File: config.mk
export PLATFORM = sky130hd
export DESIGN_NAME = serial_link_rx_decoder_unit
export DESIGN_NICKNAME = d
export VERILOG_FILES = /design/src/sv/slrd_pkg.sv /design/src/sv/slrd_front.sv /design/src/sv/slrd_queue.sv /design/src/sv/slrd_back.sv /design/src/sv/serial_link_rx_decoder_unit.sv
export SDC_FILE = /design/constraint.sdc
export NUM_CORES = 1
export LEC_CHECK = 0
export BUFFER_PORTS_ARGS = -buffer_cell sky130_fd_sc_hd__buf_2
export CORE_ASPECT_RATIO = 1.4
export CORE_MARGIN = 2
export CORE_UTILIZATION = 49
export CTS_CLUSTER_SIZE = 20
export DETAILED_ROUTE_END_ITERATION = 16
export PLACE_DENSITY_LB_ADDON = 0.1
export SYNTH_ARGS = -nofsm -noshare
export SYNTH_HDL_FRONTEND = slang
export SYNTH_HIERARCHICAL = 1
export SYNTH_SLANG_ARGS = --single-unit
File: constraint.sdc
create_clock -name i_clk -period 3.5 [get_ports i_clk]
set_input_delay 0.175 -clock i_clk [delete_from_list [all_inputs] [get_ports i_clk]]
set_output_delay 0.175 -clock i_clk [all_outputs]
set_load 0.01 [all_outputs]
File: src/sv/slrd_pkg.sv
`timescale 1ns / 1ps

package slrd_pkg;

    // configuration
    localparam logic [1:0] MODE_RAW    = 2'd0;
    localparam logic [1:0] MODE_ESCAPE = 2'd1;
    localparam logic [1:0] MODE_TELNET = 2'd2;
    localparam logic [1:0] MODE_RESET  = MODE_ESCAPE;

    // result kinds
    localparam logic [1:0] KIND_PAYLOAD = 2'd0;
    localparam logic [1:0] KIND_REPLY   = 2'd1;
    localparam logic [1:0] KIND_STATUS  = 2'd2;

    // protocol bytes
    localparam logic [7:0] BYTE_IAC  = 8'hFF;
    localparam logic [7:0] CMD_GA    = 8'd249;
    localparam logic [7:0] CMD_SB    = 8'd250;
    localparam logic [7:0] CMD_WILL  = 8'd251;
    localparam logic [7:0] CMD_WONT  = 8'd252;
    localparam logic [7:0] CMD_DO    = 8'd253;
    localparam logic [7:0] CMD_DONT  = 8'd254;
    localparam logic [7:0] OPT_BIN   = 8'd0;
    localparam logic [7:0] OPT_ECHO  = 8'd1;
    localparam logic [7:0] OPT_SGA   = 8'd3;

    // line status bits
    localparam int ST_CTS_BIT = 0;
    localparam int ST_DSR_BIT = 1;
    localparam int ST_BRK_BIT = 2;

    // option flag bits
    localparam int FLAG_W      = 6;
    localparam int F_BIN_S_BIT  = 0;
    localparam int F_ECHO_S_BIT = 1;
    localparam int F_SGA_S_BIT  = 2;
    localparam int F_BIN_C_BIT  = 3;
    localparam int F_ECHO_C_BIT = 4;
    localparam int F_SGA_C_BIT  = 5;

    // default queue depth between front and back
    localparam int QUEUE_DEPTH_DEF = 2;

    // what the back end has to send for one request
    typedef enum logic [1:0] {
        OP_SINGLE   = 2'd0,
        OP_STAT_BRK = 2'd1,
        OP_REPLY    = 2'd2
    } t_job_op;

    typedef struct packed {
        t_job_op    op;
        logic [1:0] kind;
        logic [7:0] data;
        logic [7:0] verb;
        logic       cts;
        logic       dsr;
    } t_job;

    typedef struct packed {
        logic full;
        logic empty;
    } t_q_status;

endpackage

File: src/sv/slrd_front.sv
`timescale 1ns / 1ps

module slrd_front
    import slrd_pkg::*;
(
    input  logic       i_clk,
    input  logic       i_rst_n,
    input  logic       i_cfg_we,
    input  logic [1:0] i_cfg_data,
    input  logic       i_valid,
    input  logic [7:0] i_rx_byte,
    output logic       o_stall,
    input  t_q_status  i_q_status,
    output logic       o_push,
    output t_job       o_job
);

    logic [1:0]        r_rx_mode;
    logic              r_escape_pending, n_escape_pending;
    logic              r_in_iac, n_in_iac;
    logic              r_have_command, n_have_command;
    logic [7:0]        r_command_byte, n_command_byte;
    logic [FLAG_W-1:0] r_option_flags, n_option_flags;
    logic              accept;
    logic              emit;
    logic              known;

    assign o_stall = i_q_status.full;
    assign accept  = i_valid && !i_q_status.full;
    assign o_push  = accept && emit;
    assign known   = (i_rx_byte == OPT_BIN) || (i_rx_byte == OPT_ECHO)
                  || (i_rx_byte == OPT_SGA);

    // classify the byte and work out the next decoder state
    always_comb begin
        n_escape_pending = r_escape_pending;
        n_in_iac         = r_in_iac;
        n_have_command   = r_have_command;
        n_command_byte   = r_command_byte;
        n_option_flags   = r_option_flags;
        emit             = 1'b0;
        o_job.op         = OP_SINGLE;
        o_job.kind       = KIND_PAYLOAD;
        o_job.data       = i_rx_byte;
        o_job.verb       = CMD_WONT;
        o_job.cts        = 1'b0;
        o_job.dsr        = 1'b0;
        if (r_rx_mode == MODE_TELNET) begin
            if (!r_in_iac) begin
                if (i_rx_byte == BYTE_IAC) begin
                    n_in_iac = 1'b1;
                end else begin
                    emit = 1'b1;
                end
            end else if (!r_have_command) begin
                if (i_rx_byte == CMD_GA) begin
                    n_in_iac = 1'b0;
                end else begin
                    n_command_byte = i_rx_byte;
                    n_have_command = 1'b1;
                    // doubled escape in binary mode is a literal byte
                    if (r_option_flags[F_BIN_S_BIT] && i_rx_byte == BYTE_IAC) begin
                        n_in_iac       = 1'b0;
                        n_have_command = 1'b0;
                        emit           = 1'b1;
                    end
                end
            end else begin
                // option byte of a held command
                n_in_iac       = 1'b0;
                n_have_command = 1'b0;
                o_job.op       = OP_REPLY;
                if (!known && r_command_byte > CMD_SB) begin
                    emit       = 1'b1;
                    o_job.verb = CMD_WONT;
                end
                if (r_command_byte == CMD_WILL || r_command_byte == CMD_WONT) begin
                    if (i_rx_byte == OPT_BIN)
                        n_option_flags[F_BIN_S_BIT] = (r_command_byte == CMD_WILL);
                    if (i_rx_byte == OPT_ECHO)
                        n_option_flags[F_ECHO_S_BIT] = (r_command_byte == CMD_WILL);
                    if (i_rx_byte == OPT_SGA)
                        n_option_flags[F_SGA_S_BIT] = (r_command_byte == CMD_WILL);
                end else if (r_command_byte == CMD_DO || r_command_byte == CMD_DONT) begin
                    if (i_rx_byte == OPT_BIN) begin
                        n_option_flags[F_BIN_C_BIT] = (r_command_byte == CMD_DO);
                        emit       = 1'b1;
                        o_job.verb = (r_command_byte == CMD_DO) ? CMD_WILL : CMD_WONT;
                    end
                    if (i_rx_byte == OPT_ECHO) begin
                        n_option_flags[F_ECHO_C_BIT] = 1'b0;
                        emit       = 1'b1;
                        o_job.verb = CMD_WONT;
                    end
                    if (i_rx_byte == OPT_SGA) begin
                        n_option_flags[F_SGA_C_BIT] = 1'b1;
                        emit       = 1'b1;
                        o_job.verb = CMD_WILL;
                    end
                end
            end
        end else if (r_rx_mode == MODE_ESCAPE) begin
            if (!r_escape_pending) begin
                if (i_rx_byte == BYTE_IAC) begin
                    n_escape_pending = 1'b1;
                end else begin
                    emit = 1'b1;
                end
            end else begin
                n_escape_pending = 1'b0;
                emit             = 1'b1;
                if (i_rx_byte != BYTE_IAC) begin
                    // line status word
                    o_job.kind = KIND_STATUS;
                    o_job.data = 8'd0;
                    o_job.cts  = i_rx_byte[ST_CTS_BIT];
                    o_job.dsr  = i_rx_byte[ST_DSR_BIT];
                    if (i_rx_byte[ST_BRK_BIT])
                        o_job.op = OP_STAT_BRK;
                end
            end
        end else begin
            emit = 1'b1;
        end
    end

    // mode register
    always_ff @(posedge i_clk) begin
        if (!i_rst_n) begin
            r_rx_mode <= MODE_RESET;
        end else if (i_cfg_we) begin
            r_rx_mode <= i_cfg_data;
        end
    end

    // decoder state
    always_ff @(posedge i_clk) begin
        if (!i_rst_n) begin
            r_escape_pending <= 1'b0;
            r_in_iac         <= 1'b0;
            r_have_command   <= 1'b0;
            r_command_byte   <= 8'd0;
            r_option_flags   <= '0;
        end else if (accept) begin
            r_escape_pending <= n_escape_pending;
            r_in_iac         <= n_in_iac;
            r_have_command   <= n_have_command;
            r_command_byte   <= n_command_byte;
            r_option_flags   <= n_option_flags;
        end
    end

endmodule

File: src/sv/slrd_queue.sv
`timescale 1ns / 1ps

module slrd_queue
    import slrd_pkg::*;
#(
    parameter int DEPTH = QUEUE_DEPTH_DEF
) (
    input  logic      i_clk,
    input  logic      i_rst_n,
    input  logic      i_push,
    input  t_job      i_job,
    input  logic      i_pop,
    output t_job      o_head,
    output t_q_status o_status
);

    localparam int PTR_W = (DEPTH > 1) ? $clog2(DEPTH) : 1;
    localparam int CNT_W = $clog2(DEPTH + 1);
    localparam logic [PTR_W-1:0] PTR_LAST = PTR_W'(DEPTH - 1);
    localparam logic [CNT_W-1:0] CNT_FULL = CNT_W'(DEPTH);

    t_job             r_entry [DEPTH];
    logic [PTR_W-1:0] r_wr_ptr, r_rd_ptr;
    logic [CNT_W-1:0] r_count;
    logic             do_push, do_pop;

    assign o_status.full  = (r_count == CNT_FULL);
    assign o_status.empty = (r_count == '0);
    assign do_push        = i_push && !o_status.full;
    assign do_pop         = i_pop && !o_status.empty;
    assign o_head         = r_entry[r_rd_ptr];

    // entry storage
    always_ff @(posedge i_clk) begin
        if (do_push)
            r_entry[r_wr_ptr] <= i_job;
    end

    // pointers and fill count
    always_ff @(posedge i_clk) begin
        if (!i_rst_n) begin
            r_wr_ptr <= '0;
            r_rd_ptr <= '0;
            r_count  <= '0;
        end else begin
            if (do_push)
                r_wr_ptr <= (r_wr_ptr == PTR_LAST) ? '0 : r_wr_ptr + 1'b1;
            if (do_pop)
                r_rd_ptr <= (r_rd_ptr == PTR_LAST) ? '0 : r_rd_ptr + 1'b1;
            if (do_push && !do_pop)
                r_count <= r_count + 1'b1;
            else if (do_pop && !do_push)
                r_count <= r_count - 1'b1;
        end
    end

endmodule

File: src/sv/slrd_back.sv
`timescale 1ns / 1ps

module slrd_back
    import slrd_pkg::*;
(
    input  logic       i_clk,
    input  logic       i_rst_n,
    input  t_job       i_head,
    input  t_q_status  i_q_status,
    output logic       o_pop,
    output logic       o_valid,
    input  logic       i_stall,
    output logic [1:0] o_out_kind,
    output logic [7:0] o_out_byte,
    output logic       o_break_flag,
    output logic       o_cts_level,
    output logic       o_dsr_level,
    output logic       o_last
);

    logic       r_valid;
    logic [1:0] r_step;
    logic [1:0] r_kind,  n_kind;
    logic [7:0] r_byte,  n_byte;
    logic       r_brk,   n_brk;
    logic       r_cts,   n_cts;
    logic       r_dsr,   n_dsr;
    logic       r_last,  n_last;
    logic       load;

    assign load  = !r_valid || !i_stall;
    assign o_pop = load && !i_q_status.empty && n_last;

    // expand the head request into the result of the current step
    always_comb begin
        n_kind = i_head.kind;
        n_byte = i_head.data;
        n_brk  = 1'b0;
        n_cts  = i_head.cts;
        n_dsr  = i_head.dsr;
        n_last = 1'b1;
        unique case (i_head.op)
            OP_SINGLE: begin
                n_last = 1'b1;
            end
            OP_STAT_BRK: begin
                if (r_step == 2'd0) begin
                    n_last = 1'b0;
                end else begin
                    // break payload after the status word
                    n_kind = KIND_PAYLOAD;
                    n_byte = 8'd0;
                    n_brk  = 1'b1;
                    n_cts  = 1'b0;
                    n_dsr  = 1'b0;
                end
            end
            OP_REPLY: begin
                n_kind = KIND_REPLY;
                n_cts  = 1'b0;
                n_dsr  = 1'b0;
                n_last = (r_step == 2'd2);
                if (r_step == 2'd0)
                    n_byte = BYTE_IAC;
                else if (r_step == 2'd1)
                    n_byte = i_head.verb;
            end
            default: begin
                n_last = 1'b1;
            end
        endcase
    end

    // step counter and output valid
    always_ff @(posedge i_clk) begin
        if (!i_rst_n) begin
            r_valid <= 1'b0;
            r_step  <= 2'd0;
        end else if (load) begin
            r_valid <= !i_q_status.empty;
            if (!i_q_status.empty)
                r_step <= n_last ? 2'd0 : r_step + 2'd1;
        end
    end

    // output payload register
    always_ff @(posedge i_clk) begin
        if (load && !i_q_status.empty) begin
            r_kind <= n_kind;
            r_byte <= n_byte;
            r_brk  <= n_brk;
            r_cts  <= n_cts;
            r_dsr  <= n_dsr;
            r_last <= n_last;
        end
    end

    assign o_valid      = r_valid;
    assign o_out_kind   = r_kind;
    assign o_out_byte   = r_byte;
    assign o_break_flag = r_brk;
    assign o_cts_level  = r_cts;
    assign o_dsr_level  = r_dsr;
    assign o_last       = r_last;

endmodule

File: src/sv/serial_link_rx_decoder_unit.sv
`timescale 1ns / 1ps

// Receive-side decoder for bytes arriving from a network link.
// Input channel: i_valid / o_stall with i_rx_byte; a byte is taken at an edge
// with i_valid high and o_stall low. Output channel: o_valid / i_stall with
// kind, byte, break, cts, dsr and last; o_last marks the final result of a byte.
// Mode register (raw, escape, telnet) is written through i_cfg_we / i_cfg_data;
// the user must write it only while the block is idle, as the block does not
// enforce this. It comes out of reset in escape mode. The front end decodes
// each byte in the cycle it is taken and queues at most one request; the back
// end expands a request into one to three results. The first result of a byte
// passes through the request queue and then the back end's output register.
// Single-result bytes are taken one per cycle while the receiver does not
// stall; a status word with break yields two results and a telnet reply three,
// which the back end emits one per cycle from its output register unless stalled.
// Bytes that yield no result (escape and command prefixes) queue no request.
// Reset empties the queue, clears the output valid and all escape and telnet
// state with every option off. When the receiver stalls, the output holds; the
// request queue fills and then o_stall rises until space frees up.

module serial_link_rx_decoder_unit
    import slrd_pkg::*;
#(
    parameter int QUEUE_DEPTH = QUEUE_DEPTH_DEF
) (
    input  logic       i_clk,
    input  logic       i_rst_n,
    input  logic       i_cfg_we,
    input  logic [1:0] i_cfg_data,
    input  logic       i_valid,
    output logic       o_stall,
    input  logic [7:0] i_rx_byte,
    output logic       o_valid,
    input  logic       i_stall,
    output logic [1:0] o_out_kind,
    output logic [7:0] o_out_byte,
    output logic       o_break_flag,
    output logic       o_cts_level,
    output logic       o_dsr_level,
    output logic       o_last
);

    t_q_status q_status;
    t_job      push_job;
    t_job      head_job;
    logic      push;
    logic      pop;

    // decode and classify
    slrd_front u_front (
        .i_clk      (i_clk),
        .i_rst_n    (i_rst_n),
        .i_cfg_we   (i_cfg_we),
        .i_cfg_data (i_cfg_data),
        .i_valid    (i_valid),
        .i_rx_byte  (i_rx_byte),
        .o_stall    (o_stall),
        .i_q_status (q_status),
        .o_push     (push),
        .o_job      (push_job)
    );

    // request queue
    slrd_queue #(
        .DEPTH (QUEUE_DEPTH)
    ) u_queue (
        .i_clk    (i_clk),
        .i_rst_n  (i_rst_n),
        .i_push   (push),
        .i_job    (push_job),
        .i_pop    (pop),
        .o_head   (head_job),
        .o_status (q_status)
    );

    // result sequencing
    slrd_back u_back (
        .i_clk        (i_clk),
        .i_rst_n      (i_rst_n),
        .i_head       (head_job),
        .i_q_status   (q_status),
        .o_pop        (pop),
        .o_valid      (o_valid),
        .i_stall      (i_stall),
        .o_out_kind   (o_out_kind),
        .o_out_byte   (o_out_byte),
        .o_break_flag (o_break_flag),
        .o_cts_level  (o_cts_level),
        .o_dsr_level  (o_dsr_level),
        .o_last       (o_last)
    );

    // queue cannot be full and empty at once
    a_queue_status: assert property (@(posedge i_clk) disable iff (!i_rst_n)
        !(q_status.full && q_status.empty))
        else $error("queue reports full and empty together");

    // break result is always a zero payload byte closing its request
    a_break_shape: assert property (@(posedge i_clk) disable iff (!i_rst_n)
        (o_valid && o_break_flag) |->
        (o_out_kind == KIND_PAYLOAD && o_out_byte == 8'd0 && o_last))
        else $error("malformed break result");

    // line levels only on status results
    a_levels_on_status: assert property (@(posedge i_clk) disable iff (!i_rst_n)
        (o_valid && (o_cts_level || o_dsr_level)) |-> (o_out_kind == KIND_STATUS))
        else $error("line levels on a non-status result");

    // a status word that is not last is followed at once by its break
    a_status_then_break: assert property (@(posedge i_clk) disable iff (!i_rst_n)
        (o_valid && !i_stall && o_out_kind == KIND_STATUS && !o_last) |=>
        (o_valid && o_break_flag))
        else $error("status word not followed by break");

endmodule

==> impl_metrics.tcl <==
set metrics [dict create \
    async_flop_share_pct 0 \
    critical_path_buf_inv_count 0 \
    total_leakage_power_nw 1.53 \
    p_int_mw 2.09 \
    diodes 0 \
    cap_violations 0 \
    min_period_ns 2.52 \
    cp_slowest_cell "a221o_1" \
    cp_data_arrival_time_ns 2.81 \
    dp_hpwl_mm 4.30 \
    die_h_um 106 \
    clock-sinks 80 \
    skew_ns 0.0114 \
    ios 31 \
    drive_gt1_share_pct 26.1 \
    maxSlewViolCount 0 \
    final.setup.tns_ns 0 \
    power.switching_mw 0.921 \
    drc_errors 0 \
    dieArea_sq_um 8200 \
    crit_required_ns 3.79 \
    slowest_delay_ns 0.42 \
    ys_seq_elements 80 \
    area_delta_synth_final_pct 11.9 \
    path_cells "mux2_2 > ha_1 > a221o_1 > and2_1 > o21ai_1 > ha_1 > or3_1 > a21boi_1" \
    io_buffers 30 \
    hold_violations 0 \
    cp_max_fo 4 \
    coreArea_sq_um 7310 \
    rows 37 \
    clk_transition_reported_paths_ns 0.08 \
    wl_mm 6.16 \
    cp_common_cell "ha_1" \
    viasPerCell 5.24 \
    ant_nets 0 \
    vdd_drop_max_uv 351 \
    cp-start-kind "register" \
    cp-end-kind "register" \
    fmax_mhz 397 \
    synth_warnings 6 \
    cts-root-buf "clkbuf_8" \
    setup_viol 0 \
    p_per_area_nw_per_um2 733 \
    htree_num_levels 3 \
    sw_frac_of_total_pct 30.6 \
    antenna_found_initial 0 \
    dpl_cell_area_sq_um 3880 \
    grt_use_total_pct 16.6 \
    path_delay_family "compound AO/OA/AOI/OAI gates" \
    yosysSeqAreaShare_pct 59.5 \
    outcome "finished clean" \
    fillerInstances 674 \
    rsz0062_at_grt "no" \
    final.period_utilization_pct 72.0 \
    gp_congestion 0.853 \
    synth_cell_types 58 \
    worst_slew_pin_slew_ns 0.532 \
    holdCritPathClass "input port to register" \
    fin_nets 350 \
    synth-edff-count 58 \
    drtPass1Iterations 4 \
    p_comb_share_pct 29.8 \
    start_util_pct 50.1 \
    syn_avg_cell_area_sq_um 12.4 \
    netlist_instances 296 \
    cts_setup_buffers 0 \
    clk_path_buf_depth 2 \
    vias 2255 \
    seq_power_share_pct 45.5 \
    drtIter0Drc 77 \
    slew_headroom_pct 64.6 \
    gr-total-overflow 0 \
    die_w_um 77.1 \
    cts_buffers 9 \
    synthFlopType "edfxtp_1" \
    grt_start_max_net_pins 35 \
    path_class "register to register" \
    final_common_cell "edfxtp_1" \
    cts_tree "yes" \
    syn_area_sq_um 3660 \
    wire_per_inst_um 14.3 \
    p_clk_share_pct 24.6 \
    fin_area_sq_um 4100 \
    clkLatencyLatePin_ns 0.35 \
    grt_pass1_wl_mm 10.5 \
    layout_common_cells "edfxtp_1, buf_2, nor2_1" \
    grt_pass1_vias 2230 \
    cts_resized 0 \
    postCtsHoldBufs 0 \
]
-- power groups by stage --
stage                     combinational [mW]  clock (mW)  sequential [mW]
after floorplan                        0.594           0             1.44
after global placement                 0.902           0             1.39
after detailed placement               0.909           0             1.39
after CTS                              0.913       0.758             1.37
after global routing                    1.00       0.796             1.39
final                                  0.898       0.741             1.37
-- layout make-up --
class | instances | area [sq um] | share of cell area [%]
Inverter | 12 | 45.0 | 1.10
Clock buffer | 9 | 124 | 3.02
Multi-Input combinational cell | 190 | 1350 | 32.8
Tap cell | 97 | 121 | 2.96
Timing Repair Buffer | 35 | 188 | 4.58
Clock inverter | 7 | 95.1 | 2.32
Sequential cell | 80 | 2180 | 53.2
-- worst paths after layout --
check                                          startpoint                        end  slack [ns]  cells after the start
worst max-delay path                             register         u_queue/r_count[1]        0.98                      8
worst min-delay path                        i_cfg_data[0]       u_front/r_rx_mode[0]        0.04                      3
worst max register to register                   register         u_queue/r_count[1]        0.98                      8
worst min register to register  u_front/r_command_byte[3]  u_front/r_command_byte[3]        0.46                      2
-- routing by layer --
metal	share of wire, %	global-route usage, %	vias up
li1	-	-	1130
met1	43	20.0	1062
met2	50	27.6	45
met3	3.0	2.46	18
met4	3.7	11.0	0
met5	0	0	-
-- registers in the layout (all words and copies together) (netlist names), 2 cells and up, named ones only --
signal	flops
u_back/o_out_byte	8
u_back/o_out_kind	2
u_back/r_step	2
u_front/r_command_byte	8
u_front/r_rx_mode	2
u_queue/r_count	2
u_queue/r_entry	44
-- metrics by stage --
step | hold slack, ns | util, % | setup slack (ns) | power [mW] | cells
floorplan | 0.293 | - | 0.912 | 2.04 | 300
global route | 0.0409 | 56.1 | 0.797 | 3.19 | 430
detailed placement | 0.398 | 53.1 | 1.00 | 2.30 | 414
CTS | 0.0241 | 56.1 | 0.977 | 3.04 | 430
global placement | 0.388 | 53.1 | 1.05 | 2.29 | 414
finish | 0.0357 | 56.1 | 0.979 | 3.01 | 430
-- worst reg2reg max path: stages, from the launching register on --
cell and delay (ns):
dfxtp_1 0.37, mux2_2 0.36, ha_1 0.23, a221o_1 0.42
and2_1 0.18, o21ai_1 0.12, ha_1 0.29, or3_1 0.35
a21boi_1 0.14
-- cells by family after synthesis --
kind of cell               share of synthesized area (%)
and+or+nand+nor                                     14.7
DFF                                                 59.5
AOI/OAI and AO/OA                                   8.60
muxes                                               9.49
buffers and inverters                               4.13
adders and majority gates                           2.39
xor gates and xnor gates                           0.956
other                                              0.205
-- Yosys cell counts, drive strengths merged (2+ instances only) --
cell type	number	area [sq um]
o21ai	7	38.8
a21boi	4	30.0
a21oi	12	63.8
nor2	24	90.1
o2bb2ai	8	70.1
mux2	22	248
nor2b	2	12.5
inv	12	45.0
xnor2	2	17.5
mux2i	10	100
conb	2	7.51
xor2	2	17.5
nand3	7	35.0
a21o	2	16.3
nor3	5	46.3
nand2	24	92.6
ha	7	87.6
and3	5	32.5
o22ai	4	25.0
nor4	3	25.0
and2	7	43.8
dfxtp	22	440
nand2b	5	31.3
edfxtp	58	1740
and2b	3	22.5
clkbuf	3	11.3
nand4	2	18.8
buf	15	95.1
(Power assumes the default switching activity.)
